File: config.mk
export PLATFORM = sky130hd
export DESIGN_NAME = apq_cell
export DESIGN_NICKNAME = d
export VERILOG_FILES = /design/src/rtl/apq_pkg.sv /design/src/rtl/apq_cell.sv
export SDC_FILE = /design/constraint.sdc
export NUM_CORES = 1
export LEC_CHECK = 0
export BUFFER_PORTS_ARGS = -buffer_cell sky130_fd_sc_hd__buf_2
export CAP_MARGIN = 20
export CORE_AREA = 2 2 102 104
export DETAILED_ROUTE_END_ITERATION = 8
export DIE_AREA = 0 0 104 106
export PLACE_DENSITY = 0.84
export RECOVER_POWER = 25
export SLEW_MARGIN = 20
export SYNTH_ARGS = -nofsm -noshare
export SYNTH_HDL_FRONTEND = slang
export SYNTH_SLANG_ARGS = --single-unit
File: constraint.sdc
create_clock -name clock -period 8.4 [get_ports clock]
set_input_delay 0.84 -clock clock [delete_from_list [all_inputs] [get_ports clock]]
set_output_delay 0.84 -clock clock [all_outputs]
set_load 0.005 [all_outputs]
File: src/rtl/apq_pkg.sv
// ----------------------------------------------------------------------------
// apq_pkg
// Shared types and codes for the array priority queue.
// ----------------------------------------------------------------------------
package apq_pkg;

   localparam logic KIND_ENQUEUE = 1'b0;
   localparam logic KIND_DEQUEUE = 1'b1;

   localparam logic [1:0] STATUS_DONE      = 2'd0;
   localparam logic [1:0] STATUS_OVERFLOW  = 2'd1;
   localparam logic [1:0] STATUS_UNDERFLOW = 2'd2;

   typedef struct packed {
      logic signed [31:0] value;
      logic signed [31:0] prio;
   } entry_type;

   // broadcast from the controller to every cell
   typedef struct packed {
      logic      insert;
      logic      remove;
      entry_type item;
   } ctl_type;

endpackage

File: src/rtl/apq_cell.sv
// ----------------------------------------------------------------------------
// apq_cell
// One slot of the sorted chain. Holds one entry, compares it with the
// broadcast request and shifts down on insert or up on remove.
// ----------------------------------------------------------------------------
module apq_cell (
   input  logic               clock,
   input  apq_pkg::ctl_type   ctl,
   input  logic               held,
   input  logic               prev_stay,
   input  apq_pkg::entry_type prev_entry,
   input  apq_pkg::entry_type next_entry,
   output logic               stay,
   output apq_pkg::entry_type entry
);

   apq_pkg::entry_type entry_ff;
   apq_pkg::entry_type entry_in;

   // held entry ranks ahead of the new one (ties keep insertion order)
   assign stay  = held && (entry_ff.prio >= ctl.item.prio);
   assign entry = entry_ff;

   always_comb begin
      entry_in = entry_ff;
      if (ctl.insert) begin
         if (!stay) begin
            if (prev_stay) begin
               entry_in = ctl.item;
            end else begin
               entry_in = prev_entry;
            end
         end
      end else if (ctl.remove) begin
         entry_in = next_entry;
      end
   end

   always_ff @(posedge clock) begin
      entry_ff <= entry_in;
   end

endmodule

==> results.yml <==
status:
  status: "finished clean"
drt:
  drt_iter0_markers: 176
  wl_per_cell_um: 14.95
  viasPerCell: 4.962
  ant_nets: 0
  vias: 3910
  routed_wl_um: 11780
  dr.pass1.iters: 4
  route.detailed.drc: 0
floorplanning:
  coreArea_sq_mm: 0.01000
  die_x_um: 104
  dieArea_sq_mm: 0.01102
  start_util: 0.4080
  placementRows: 37
  io_pins: 262
  die_h_um: 106
worst_hold_path:
  min_path_type: "input pin to register"
sta:
  fin_crit_sh: 0.4331
  tightest_slew_ns: 1.053
  slew_headroom: 0.2978
  min_period_ns: 3.638
  rsz0062_at_grt: "false"
  finClkSkew_ns: 0.01179
  finalMaxSlewViolations: 0
  hold_viol_final: 0
  finalSetupTns_ns: 0
  final-setup-viol-count: 0
  fmax_mhz: 274.8
critical_path:
  cp-end-kind: "register"
  slowest_delay_ns: 0.64
  path_cells: "buf_2, inv_1, ha_1, and4_4, a211oi_2, o21ai_1, o32ai_1, nor3b_2, o32a_2, buf_4"
  cp_slowest_cell: "o32a_2"
  cp_max_fo: 36
  start_kind: "input pin"
  cp.required_ns: 8.37
  arrival_ns: 3.61
  crit_type: "input pin to register"
global_routing:
  globalRouteOverflowTotal: 0
  antenna_found_initial: 0
  grt_pass1_vias: 4126
  grt_pass1_wl_um: 18890
  grt_max_degree: 67
  grt_use_total: 0.2130
clock_tree:
  clk_latency_ns: 0.34
  clock_path_buffers: 2
  clk_pin_slew_ns: 0.08
  postCtsHoldBufs: 0
  cts.sinks: 64
  cts_resized: 0
  ctsRootBufferMaster: "clkbuf_8"
  htree_levels: 3
  cts_buffers: 9
  post_cts_buffers: 0
  cts_tree: "done"
power:
  leakage_nw: 2.768
  peakVddDrop_v: 0.0001100
  swShare: 0.2747
  p_int_mw: 0.6656
  pwr-share-seq: 0.449
  p_clk_frac: 0.314
  powerDensity_mw_per_mm2: 162.3
  power_switching_mw: 0.2521
  power_frac_comb: 0.237
finish:
  largest_register_ffs: 64
  stdcell_count: 788
  area_delta_synth_final_pct: 38.61
  layout-drive-gt1-share: 0.3788
  nNetsFinal: 876
  antenna_cells: 0
logic_synthesis:
  synth_area_sq_mm: 0.004080
  syn-instance-count: 394
  syn_avg_cell_area_sq_um: 10.36
  ys_ff_latch: 64
  ys_seq_area_frac: 0.4710
  syn_nets: 623
  yosysUniqueCellTypes: 33
  ys_warn_count: 0
placed_design:
  io_buffers: 261
  place_congestion: 0.8537
  hpwl_um: 9368
  dp.cells: 772
run:
  cap_violations: 0
-- synthesized netlist by cell type, drive strengths merged --
cell      n  area share
nor2     65       0.060
o31ai     1      0.0031
a211oi    3      0.0080
nand3     2      0.0037
nor3      1      0.0012
ha       32       0.098
a21o      2      0.0037
nand2b    1      0.0015
nor4b     1      0.0037
nand4     4      0.0061
o211ai    1      0.0018
o21ai     4      0.0049
and3      1      0.0015
o21a      1      0.0018
o32ai     1      0.0021
and4      3      0.0071
nor3b     2      0.0049
nor2b     2      0.0031
buf       9       0.010
nand2     8      0.0074
a21oi    76       0.093
o32a      1      0.0025
clkbuf   12       0.011
o2bb2ai   1      0.0021
mux2i    64        0.16
inv      32       0.029
edfxtp   64        0.47
-- through the flow --
| step | utilization | power (mW) | area (sq um) | hold WS, ns | setup WS, ns |
|---|---|---|---|---|---|
| 6_report | 0.5656 | 0.9177 | 5655 | 0.8240 | 4.762 |
| 5_1_grt | 0.5656 | 0.9667 | 5655 | 0.8199 | 4.561 |
| 4_1_cts | 0.5703 | 0.9309 | 5703 | 0.7995 | 4.763 |
| 3_5_place_dp | 0.5492 | 0.6415 | 5492 | 1.164 | 4.411 |
| 3_3_place_gp | 0.5492 | 0.6292 | 5492 | 1.161 | 4.594 |
| 2_1_floorplan | - | 0.5283 | 4080 | 1.066 | 4.172 |
-- layout by cell type (no fill, tap or decap), types with 2 or more instances in the layout --
| cell type | count |
|---|---|
| buf_2 | 221 |
| nor2_1 | 65 |
| clkbuf_8 | 9 |
| nand4_1 | 4 |
| nor2b_1 | 2 |
| mux2i_1 | 64 |
| clkinvlp_4 | 2 |
| edfxtp_1 | 64 |
| clkbuf_1 | 39 |
| ha_1 | 32 |
| inv_1 | 32 |
| nand2_1 | 8 |
| a21o_1 | 2 |
| bufinv_16 | 2 |
| a211oi_2 | 2 |
| buf_4 | 4 |
| o21ai_1 | 3 |
| and4_1 | 2 |
| a21oi_1 | 76 |
-- layer usage --
metal	share of wire	wire length [um]	track usage
met1	0.38	4448	0.2224
met2	0.54	6313	0.4154
met3	0.067	790	0.05273
met4	0.020	232	0.06950
met5	0	0	0
-- worst max-delay path, delay by kind of cell --
family | cells | cell delay (ns)
AO/OA/AOI/OAI | 4 | 1.27
buffers and inverters | 3 | 0.68
AND/OR/NAND/NOR | 2 | 0.48
adder cells (fa/ha/maj) | 1 | 0.31
-- power groups by stage --
stage	registers (mW)	logic, mW	clock network [mW]
final	0.412	0.218	0.288
after global routing	0.416	0.244	0.307
after CTS	0.411	0.224	0.295
after detailed placement	0.418	0.223	0
after global placement	0.416	0.213	0
after floorplan	0.422	0.106	0
-- final timing paths --
path	startpoint	endpoint	slack, ns	cells after the start
hold reg to reg	entry[31]	entry[17]	1.53	3
hold / removal	next_entry[21]	entry[21]	0.82	3
setup / recovery	ctl[14]	entry[41]	4.76	10
setup reg to reg	entry[14]	entry[41]	4.97	8
-- logic make-up after synthesis --
| logic type | after synthesis | share of synthesized area |
|---|---|---|
| flip-flops | 64 | 0.4710 |
| adder cells (fa/ha/maj) | 32 | 0.09813 |
| AO/OA/AOI/OAI | 91 | 0.1233 |
| buffers and inverters | 53 | 0.05060 |
| multiplexers | 64 | 0.1570 |
| AND/OR/NAND/NOR | 90 | 0.09997 |
-- area by class of cell --
class | instances | area [sq um]
tap | 136 | 170.2
timing repair buffer | 263 | 1279
clock buffer | 10 | 127.6
clock inverter | 6 | 83.83
multi-input combinational | 277 | 1953
sequential | 64 | 1922
fill | 925 | 4344
inverter | 32 | 120.1
Note: power is estimated with default switching activity, not from simulation.
